<file path="src/design/lsp_pkg.sv">
package lsp_pkg;

    localparam int CoordBits = 16;
    localparam int DiffBits  = CoordBits + 1;
    localparam int TermBits  = CoordBits + 3;

    localparam logic OpStart   = 1'b0;
    localparam logic OpAdvance = 1'b1;

    typedef logic signed [CoordBits-1:0] t_coord;
    typedef logic signed [DiffBits-1:0]  t_diff;
    typedef logic        [CoordBits-1:0] t_mag;
    typedef logic signed [TermBits-1:0]  t_term;

    typedef struct packed {
        logic   op;
        t_coord start_x;
        t_coord start_y;
        t_coord end_x;
        t_coord end_y;
    } t_req;

    typedef struct packed {
        t_coord pixel_x;
        t_coord pixel_y;
        logic   pixel_valid;
        logic   last_pixel;
    } t_rsp;

endpackage

</file>
<file path="src/design/line_pixel_stepper.sv">
// Channel   | direction | valid        | ready        | payload
// ----------+-----------+--------------+--------------+---------------------------
// request   | in        | i_req_valid  | o_req_ready  | i_req (op and endpoints)
// response  | out       | o_rsp_valid  | i_rsp_ready  | o_rsp (pixel and flags)
//
// One request enters per clock while the response slot is free or draining, and
// yields exactly one response; the stepping datapath between the request and
// response registers is a single pass, so sustained rate is one pixel per cycle.
// An accepted request is held in the request register and moves into the response
// register, which drives the response, as soon as that register is free or draining.
// Reset (synchronous, active low) empties both registers and drops any active line.
// A stalled response holds the response register and stops the request register
// from draining; the request side keeps taking a request while that slot is free.
module line_pixel_stepper (
    input  logic          i_clk,
    input  logic          i_rst_n,
    input  logic          i_req_valid,
    output logic          o_req_ready,
    input  lsp_pkg::t_req i_req,
    output logic          o_rsp_valid,
    input  logic          i_rsp_ready,
    output lsp_pkg::t_rsp o_rsp
);
    import lsp_pkg::*;

    // Request register
    logic   r_req_valid;
    t_req   r_req;

    // Response register
    logic   r_rsp_valid;
    t_rsp   r_rsp;
    t_rsp   n_rsp;

    // Line state: the last pixel given out, in original coordinates, plus the
    // stepping direction and the Bresenham decision term for the next pixel.
    logic   r_active,  n_active;
    t_coord r_x,       n_x;
    t_coord r_y,       n_y;
    t_coord r_end,     n_end;     // end coordinate along the major axis
    logic   r_ymajor,  n_ymajor;  // y is the major axis
    logic   r_xneg,    n_xneg;    // x moves toward smaller values
    logic   r_yneg,    n_yneg;    // y moves toward smaller values
    t_term  r_term,    n_term;
    t_term  r_diag,    n_diag;    // term increment when the minor axis steps
    t_term  r_axis,    n_axis;    // term increment when it does not

    logic   move;

    // Start-of-line setup
    t_diff  dx, dy;
    t_mag   adx, ady, maj_d, min_d;
    logic   st_ymajor, st_vert, st_horz, st_equal, swap_v, swap_h;
    t_coord sp_x, sp_y, st_end;
    t_term  st_term, st_diag, st_axis;

    // Advance step
    logic   minor_step, x_move, y_move, adv_last;
    t_coord x_delta, y_delta, x_next, y_next;
    t_term  term_next;

    // A request moves into the response register when that slot is free or
    // being emptied this cycle.
    assign move        = r_req_valid && (!r_rsp_valid || i_rsp_ready);
    assign o_req_ready = !r_req_valid || move;
    assign o_rsp_valid = r_rsp_valid;
    assign o_rsp       = r_rsp;

    // Setup: deltas, octant class, first pixel and decision term.
    always_comb begin
        dx = t_diff'(r_req.end_x) - t_diff'(r_req.start_x);
        dy = t_diff'(r_req.end_y) - t_diff'(r_req.start_y);
        adx = dx[DiffBits-1] ? t_mag'(-dx) : dx[CoordBits-1:0];
        ady = dy[DiffBits-1] ? t_mag'(-dy) : dy[CoordBits-1:0];
        st_vert   = (dx == '0);
        st_horz   = (dy == '0);
        st_equal  = st_vert && st_horz;
        // Ties on |dx| = |dy| keep x as the major axis.
        st_ymajor = (ady > adx);
        // Axis-aligned lines run from the smaller coordinate: swap endpoints.
        swap_v = st_vert && dy[DiffBits-1];
        swap_h = st_horz && dx[DiffBits-1];
        sp_x   = swap_h ? r_req.end_x : r_req.start_x;
        sp_y   = swap_v ? r_req.end_y : r_req.start_y;
        if (st_ymajor) begin
            st_end = swap_v ? r_req.start_y : r_req.end_y;
            maj_d  = ady;
            min_d  = adx;
        end else begin
            st_end = swap_h ? r_req.start_x : r_req.end_x;
            maj_d  = adx;
            min_d  = ady;
        end
        st_axis = t_term'({min_d, 1'b0});
        st_term = st_axis - t_term'(maj_d);
        st_diag = st_axis - t_term'({maj_d, 1'b0});
    end

    // Advance: step the major axis, step the minor axis on a positive term.
    always_comb begin
        minor_step = !r_term[TermBits-1] && (r_term != '0);
        x_move     = r_ymajor ? minor_step : 1'b1;
        y_move     = r_ymajor ? 1'b1 : minor_step;
        x_delta    = x_move ? (r_xneg ? '1 : t_coord'(1)) : '0;
        y_delta    = y_move ? (r_yneg ? '1 : t_coord'(1)) : '0;
        x_next     = r_x + x_delta;
        y_next     = r_y + y_delta;
        adv_last   = ((r_ymajor ? y_next : x_next) == r_end);
        term_next  = r_term + (minor_step ? r_diag : r_axis);
    end

    always_comb begin
        n_active = r_active;
        n_x      = r_x;
        n_y      = r_y;
        n_end    = r_end;
        n_ymajor = r_ymajor;
        n_xneg   = r_xneg;
        n_yneg   = r_yneg;
        n_term   = r_term;
        n_diag   = r_diag;
        n_axis   = r_axis;
        n_rsp    = '0;
        case (r_req.op)
            OpStart: begin
                // Drop any line; first pixel: start, or low end if axis-aligned.
                n_rsp.pixel_x     = sp_x;
                n_rsp.pixel_y     = sp_y;
                n_rsp.pixel_valid = 1'b1;
                n_rsp.last_pixel  = st_equal;
                n_active = !st_equal;
                n_x      = sp_x;
                n_y      = sp_y;
                n_end    = st_end;
                n_ymajor = st_ymajor;
                n_xneg   = dx[DiffBits-1] && !st_horz;
                n_yneg   = dy[DiffBits-1] && !st_vert;
                n_term   = st_term;
                n_diag   = st_diag;
                n_axis   = st_axis;
            end
            OpAdvance: begin
                // With no line active, answer with an invalid all-zero pixel.
                if (r_active) begin
                    n_rsp.pixel_x     = x_next;
                    n_rsp.pixel_y     = y_next;
                    n_rsp.pixel_valid = 1'b1;
                    n_rsp.last_pixel  = adv_last;
                    n_active = !adv_last;
                    n_x      = x_next;
                    n_y      = y_next;
                    n_term   = term_next;
                end
            end
            default: begin
                n_rsp = '0;
            end
        endcase
    end

    // Control registers
    always_ff @(posedge i_clk) begin
        if (!i_rst_n) begin
            r_req_valid <= 1'b0;
            r_rsp_valid <= 1'b0;
            r_active    <= 1'b0;
        end else begin
            if (o_req_ready) begin
                r_req_valid <= i_req_valid;
            end
            if (move) begin
                r_rsp_valid <= 1'b1;
                r_active    <= n_active;
            end else if (i_rsp_ready) begin
                r_rsp_valid <= 1'b0;
            end
        end
    end

    // Payload and line datapath registers
    always_ff @(posedge i_clk) begin
        if (i_req_valid && o_req_ready) begin
            r_req <= i_req;
        end
        if (move) begin
            r_rsp    <= n_rsp;
            r_x      <= n_x;
            r_y      <= n_y;
            r_end    <= n_end;
            r_ymajor <= n_ymajor;
            r_xneg   <= n_xneg;
            r_yneg   <= n_yneg;
            r_term   <= n_term;
            r_diag   <= n_diag;
            r_axis   <= n_axis;
        end
    end

`ifndef SYNTH
    // An invalid response never claims to end a line.
    a_invalid_not_last: assert property (@(posedge i_clk) disable iff (!i_rst_n)
        (r_rsp_valid && !r_rsp.pixel_valid) |-> (!r_rsp.last_pixel && r_rsp.pixel_x == '0
            && r_rsp.pixel_y == '0))
        else $error("invalid response carries pixel data");

    // The final pixel of a line leaves no line active.
    a_last_ends_line: assert property (@(posedge i_clk) disable iff (!i_rst_n)
        (move && n_rsp.last_pixel) |=> !r_active)
        else $error("line still active after its last pixel");

    // An advance on an active line always yields a pixel.
    a_advance_valid: assert property (@(posedge i_clk) disable iff (!i_rst_n)
        (move && r_req.op == OpAdvance && r_active) |=> (r_rsp_valid && r_rsp.pixel_valid))
        else $error("advance on active line gave no pixel");

    // The diagonal increment never raises the term; the axial one never lowers it.
    a_term_incr_sign: assert property (@(posedge i_clk) disable iff (!i_rst_n)
        r_active |-> (!r_axis[TermBits-1] && (r_diag[TermBits-1] || r_diag == '0)))
        else $error("decision term increments out of range");
`endif

endmodule
</file>
<file path="config.mk">
export PLATFORM = sky130hd
export DESIGN_NAME = line_pixel_stepper
export DESIGN_NICKNAME = d
export VERILOG_FILES = /design/src/design/lsp_pkg.sv /design/src/design/line_pixel_stepper.sv
export SDC_FILE = /design/constraint.sdc
export NUM_CORES = 1
export LEC_CHECK = 0
export BUFFER_PORTS_ARGS = -buffer_cell sky130_fd_sc_hd__clkbuf_2
export CAP_MARGIN = 20
export CORE_AREA = 2 2 180 182
export CTS_BUF_LIST = sky130_fd_sc_hd__clkbuf_4 sky130_fd_sc_hd__clkbuf_8
export CTS_CLUSTER_DIAMETER = 30
export CTS_CLUSTER_SIZE = 8
export DETAILED_ROUTE_END_ITERATION = 8
export DIE_AREA = 0 0 182 184
export GPL_TIMING_DRIVEN = 0
export HOLD_SLACK_MARGIN = 0.15
export PLACE_DENSITY = 0.67
export SKIP_CTS_REPAIR_TIMING = 1
export SLEW_MARGIN = 20
export SYNTH_ARGS = -nofsm -noshare
export SYNTH_HDL_FRONTEND = slang
export SYNTH_SLANG_ARGS = --single-unit
</file>
<file path="constraint.sdc">
create_clock -name i_clk -period 11.98 [get_ports i_clk]
set_input_delay 0.599 -clock i_clk [delete_from_list [all_inputs] [get_ports i_clk]]
set_output_delay 0.599 -clock i_clk [all_outputs]
set_load 0.01 [all_outputs]
</file>
# Yosys cells after proc, flatten, opt, wreduce, memory -nomap -nowiden
# Index checks and enable logic that the tools add are counted.
# totals
register_bits	207
latchBits	0
ramBits	0
rom_bits	0
out_inout_bits	36
elab_cells	86
mem_count	0
# op_classes
n_addsub	9
multipliers	0
div	0
magnitude_cmp	1
eq_ne	2
n_shift	0
n_mux	29
n_bitwise	1
reduce_logical	23
# ops
operator	count
16-bit two-way mux	16
34-bit case mux with 2 select lines	1
16-bit case mux with 2 select lines	2
19-bit two-way mux	2
19-bit case mux with 2 select lines	1
17-bit zero test	2
34-bit two-way mux	1
16-bit by 16-bit subtractor with 17-bit output	2
16-bit adder	2
16-bit negation	2
19-bit adder	1
19-bit nonzero test	1
17-bit by 16-bit subtractor with 18-bit output	1
17-bit by 17-bit subtractor with 18-bit output	1
16-bit equality test	1
16-bit greater-than comparator	1
1-bit logical AND	8
1-bit zero test	7
1-bit two-way mux	5
2-bit AND reduction	2
1-bit logical OR	2
2-bit by 1-bit != test with 1-bit output (second input constant)	1
1-bit case mux with 2 select lines	1
2-bit nonzero test	1
1-bit inverter	1

# Logic depth before layout (Yosys ltp)
# logic_depth
word_depth	10
depth_mapped	47
ltp_nobuf	44

# Worst setup path after synthesis
# OpenSTA, ideal clock, no wires.
# synth_path
path_type	register -> register
start	reg r_req[32] (netlist name)
end	reg r_term[16] (data pin)
setup_ns	0.269
arrival_time_ns	8.027
required_time_ns	11.711
setup_slack_ns	3.685
stages_incl_launch_ff	43
path_buffers	6
synth_period_minus_slack_ns	8.295
cell_sequence	edfxtp_1 ha_1 fa_1 nand2b_1 a211oi_4 o211ai_2 o2bb2ai_1 a31oi_1 buf_2 buf_1 a31oi_1 xnor2_1 ha_1 clkbuf_1 and3_1 and3_1 a21oi_1 o21ai_0 (+7 left out) o21ai_0 ha_1 a21o_1 a21oi_1 o21bai_1 a21oi_1 o21ai_0 a21oi_1 o21bai_1 a21oi_1 nor2b_1 o21a_1 o21ai_0 nand2_1 a21oi_1 o21ai_0 xnor2_1 mux2i_1
# synth_via
elab_chain_len	7
word_cells_on_any_way	8
classes_between	add/sub (3); order compare (1); mux (4)
# synth_lines
element	line	source
start, declared	line_pixel_stepper.sv:28	t_req r_req;
start signal, assigned	line_pixel_stepper.sv:183	r_req <= i_req;
16-bit by 16-bit subtractor with 17-bit output (*)	line_pixel_stepper.sv:72	dy = t_diff'(r_req.end_y) - t_diff'(r_req.start_y);
16-bit negation	line_pixel_stepper.sv:74	ady = dy[DiffBits-1] ? t_mag'(-dy) : dy[CoordBits-1:0];
16-bit two-way mux (*)	line_pixel_stepper.sv:74	
16-bit greater-than comparator	line_pixel_stepper.sv:79	st_ymajor = (ady > adx);
16-bit two-way mux	line_pixel_stepper.sv:85	if (st_ymajor) begin
17-bit by 16-bit subtractor with 18-bit output (*)	line_pixel_stepper.sv:95	st_term = st_axis - t_term'(maj_d);
19-bit case mux with 2 select lines (*)	line_pixel_stepper.sv:124	case (r_req.op)
via n_term[16]	line_pixel_stepper.sv:44	t_term r_term, n_term;
end signal, assigned	line_pixel_stepper.sv:193	r_term <= n_term;
end, declared	line_pixel_stepper.sv:44	
# Mark *: on every way through the listed nets, which the timed path passes. The rest lies on a longest branch.
# A chain may end at the register's enable or synchronous reset.

# Worst setup path in the final report
# layout_path
start	reg r_req[32] (netlist name)
end	reg r_term[16] (data pin)
# layout_via
elab_chain_len	7
word_cells_on_any_way	8
classes_between	add/sub (3); order compare (1); mux (4)
# layout_lines
element	line	source
16-bit by 16-bit subtractor with 17-bit output (*)	line_pixel_stepper.sv:72	
16-bit negation	line_pixel_stepper.sv:74	
16-bit two-way mux (*)	line_pixel_stepper.sv:74	
16-bit greater-than comparator	line_pixel_stepper.sv:79	
16-bit two-way mux (*)	line_pixel_stepper.sv:85	
via min_d[1]	line_pixel_stepper.sv:52	t_mag adx, ady, maj_d, min_d;
17-bit by 16-bit subtractor with 18-bit output (*)	line_pixel_stepper.sv:95	
19-bit case mux with 2 select lines (*)	line_pixel_stepper.sv:124	
via n_term[16]	line_pixel_stepper.sv:44	
# Marked as above.

==> impl_metrics.py <==
metrics = {
    "outcome": {
        "outcome": "complete, no violations",
    },
    "critical_path": {
        "r2r-start": "r_req[32]",
        "crit_slowest_cell": "xnor2_1",
        "required_ps": 12330,
        "critPathMaxFanout": 10,
        "cp_common_cell": "a21oi_1",
        "critPathKind": "flip-flop to flip-flop",
        "max_stage_delay_ps": 520,
        "endpoint_kind": "flip-flop",
        "startpoint_type": "flip-flop",
        "arrival_ps": 10880,
        "cp-startpoint": "r_req[32]",
    },
    "floorplan": {
        "start_util_pct": 49.69,
        "die_area_um2": 33490,
        "ios": 105,
        "fp.coreArea_um2": 31390,
        "rows": 65,
        "die_w_um": 182,
        "die_h_um": 184,
    },
    "logic_synthesis": {
        "synthArstFlopShare_pct": 0,
        "synth_edf_count": 202,
        "seq_area_frac_synth_pct": 39.27,
        "synth-seq-cells": 205,
        "synthCells": 1631,
        "synth_warnings": 0,
        "ys_types": 105,
        "synth_area_um2": 15600,
        "ys.flop_type": "edfxtp_1",
        "syn-num-nets": 1817,
        "syn_area_per_cell_um2": 9.564,
    },
    "min_path": {
        "hold_path.class": "input port to flip-flop",
        "worstHoldStart": "i_req[26]",
    },
    "global_route": {
        "grt_pass1_wl_mm": 68.62,
        "grt_busiest_layer": "met2",
        "grt_pass1_vias": 12760,
        "use_met3_pct": 6.062,
        "grt_use_met1_pct": 35.92,
        "grt_start_max_net_pins": 40,
        "met2_usage_pct": 41.44,
        "antenna_found_initial": 0,
        "grt_overflow": 0,
        "globalRouteTotalUtil_pct": 26.48,
    },
    "layout": {
        "nFillCells": 2720,
        "regArea_um2": 6126,
        "layout.cells.non_filler": 2291,
        "layout_commonest_cell": "nand2_1",
        "multi_input_area_um2": 8920,
        "drive_gt1_share_pct": 14.40,
        "area_growth_pct": 19.07,
        "final_nets": 2035,
        "layout_common_cells": "204 x nand2_1, 202 x edfxtp_1, 124 x a21oi_1",
        "diodes": 0,
    },
    "timing": {
        "finalHoldViolCount": 0,
        "tns_ps": 0,
        "finalCritPeriodShare_pct": 87.89,
        "slew_viol_final": 0,
        "rsz0062_at_grt": "no",
        "tightest_slew_ps": 963.9,
        "setup-violations-final": 0,
        "relSlewSlack_pct": 35.52,
        "whs_ps": 172.6,
        "max_freq_mhz": 94.97,
        "fin_crit_ps": 10530,
        "fin_skew_ps": 37.92,
    },
    "placement": {
        "numPortBuffers": 104,
        "place_inst": 2142,
        "gp_congestion": 0.9511,
        "dp_hpwl_mm": 34.29,
    },
    "route": {
        "drtIter0Drc": 1065,
        "first_pass_iters": 6,
        "routed_wl_mm": 45.22,
        "vias_per_cell": 5.810,
        "drc": 0,
        "final_antenna_net_count": 0,
        "wire_per_inst_um": 19.74,
        "vias": 13310,
    },
    "clock_tree": {
        "clockBufferDepth": 3,
        "cts_tree": "yes",
        "cts_sinks": 205,
        "cts_made_buffers": 52,
        "h-tree-depth": 2,
        "insertion_delay_ps": 630,
        "root_buffer": "clkbuf_8",
        "clk_pin_slew_ps": 60,
    },
    "pwr": {
        "power.density_nw_per_um2": 251.1,
        "p_leak_nw": 7.751,
        "ir_worst_vdd_mv": 0.1356,
    },
    "flow_run": {
        "maxCapViolCount": 0,
    },
}
[state kept, by name, summed over array words and instances (netlist names), 16 cells and up]
signal,cells
r_term,19
r_axis,16
r_x,16
r_end,16
r_diag,17
o_rsp,34
r_y,16
r_req,65
[stage by stage]
| step | instance area [µm²] | setup WS (ps) | total power, mW | utilization, % |
|---|---|---|---|---|
| 2_1_floorplan | 15600 | 3685 | 2.921 | - |
| 3_3_place_gp | 16620 | 1775 | 3.492 | 52.95 |
| 3_5_place_dp | 16770 | 1613 | 3.546 | 53.41 |
| 4_1_cts | 18020 | 1575 | 4.621 | 57.41 |
| 5_1_grt | 18570 | 663.8 | 4.985 | 59.17 |
| 6_report | 18570 | 1451 | 4.665 | 59.17 |
[power by group]
part           total (mW)  leakage [nW]  switching, mW  internal [mW]
clock                1.05         0.623          0.374          0.676
combinational        2.59          5.20           1.59           1.00
sequential           1.02          1.93         0.0407          0.983
[cell usage after synthesis (6+ instances only)]
library cell,instances,area share (%)
o21ai_0,112,3.6
nor2_1,101,2.4
nand4_1,10,0.40
o21ai_1,19,0.61
buf_1,8,0.19
a2111oi_0,6,0.34
nand3_1,29,0.93
a211oi_1,10,0.48
ha_1,111,8.9
nand2b_1,14,0.56
buf_2,7,0.22
nor3_1,32,1.0
o21a_1,14,0.67
o21bai_1,24,1.2
a21oi_1,124,4.0
xor2_1,51,2.9
fa_1,6,0.77
nand2_1,204,4.9
o41ai_1,8,0.45
o211ai_1,6,0.29
a21o_1,27,1.3
clkbuf_1,40,0.96
inv_1,83,2.0
edfxtp_1,202,39
mux2i_1,52,3.3
nor2b_1,20,0.80
and2_1,55,2.2
xnor2_1,77,4.3
nor4_1,7,0.28
or3_1,13,0.52
a31oi_1,11,0.44
and3_1,8,0.32
[layer usage]
layer / up-vias / routed length (µm)
met4: 0 / 1251
met3: 73 / 3395
met5: - / 0
met2: 483 / 20400
met1: 6339 / 20170
li1: 6415 / -
[final cells by class]
| cell class | count | area share [%] |
|---|---|---|
| Multi-Input combinational cell | 1281 | 48.02 |
| Sequential cell | 205 | 32.98 |
| Timing Repair Buffer | 164 | 6.386 |
| Clock buffer | 53 | 3.894 |
| Clock inverter | 41 | 2.876 |
| Tap cell | 402 | 2.708 |
| Inverter | 85 | 1.724 |
| Buffer | 60 | 1.408 |
[critical path: cells and delay by family (launching register included)]
family                     cells  cell delay (ps)
DFF                            1              410
adders and majority gates      4             1410
muxes                          1               90
buffers and inverters          6             2120
AOI/OAI and AO/OA             22             4320
xor gates and xnor gates       2              670
and+or+nand+nor                8             1200
[cell families (layout without fill, tap and decap cells)]
| group | Yosys count | after routing | share of synthesized area, % |
|---|---|---|---|
| and+or+nand+nor | 532 | 532 | 16.79 |
| AOI/OAI and AO/OA | 441 | 441 | 18.75 |
| DFF | 205 | 205 | 39.27 |
| buffers and inverters | 145 | 403 | 3.730 |
| xor gates and xnor gates | 134 | 134 | 8.101 |
| adders and majority gates | 119 | 119 | 9.802 |
| muxes | 55 | 55 | 3.553 |
[worst paths after layout]
path                 to  cells after the start  slack (ps)
max reg2reg  r_term[16]                     43        1450
min reg2reg    r_active                      2         510
max          r_term[16]                     43        1450
min           r_req[26]                      1         170
(Power assumes the default switching activity.)
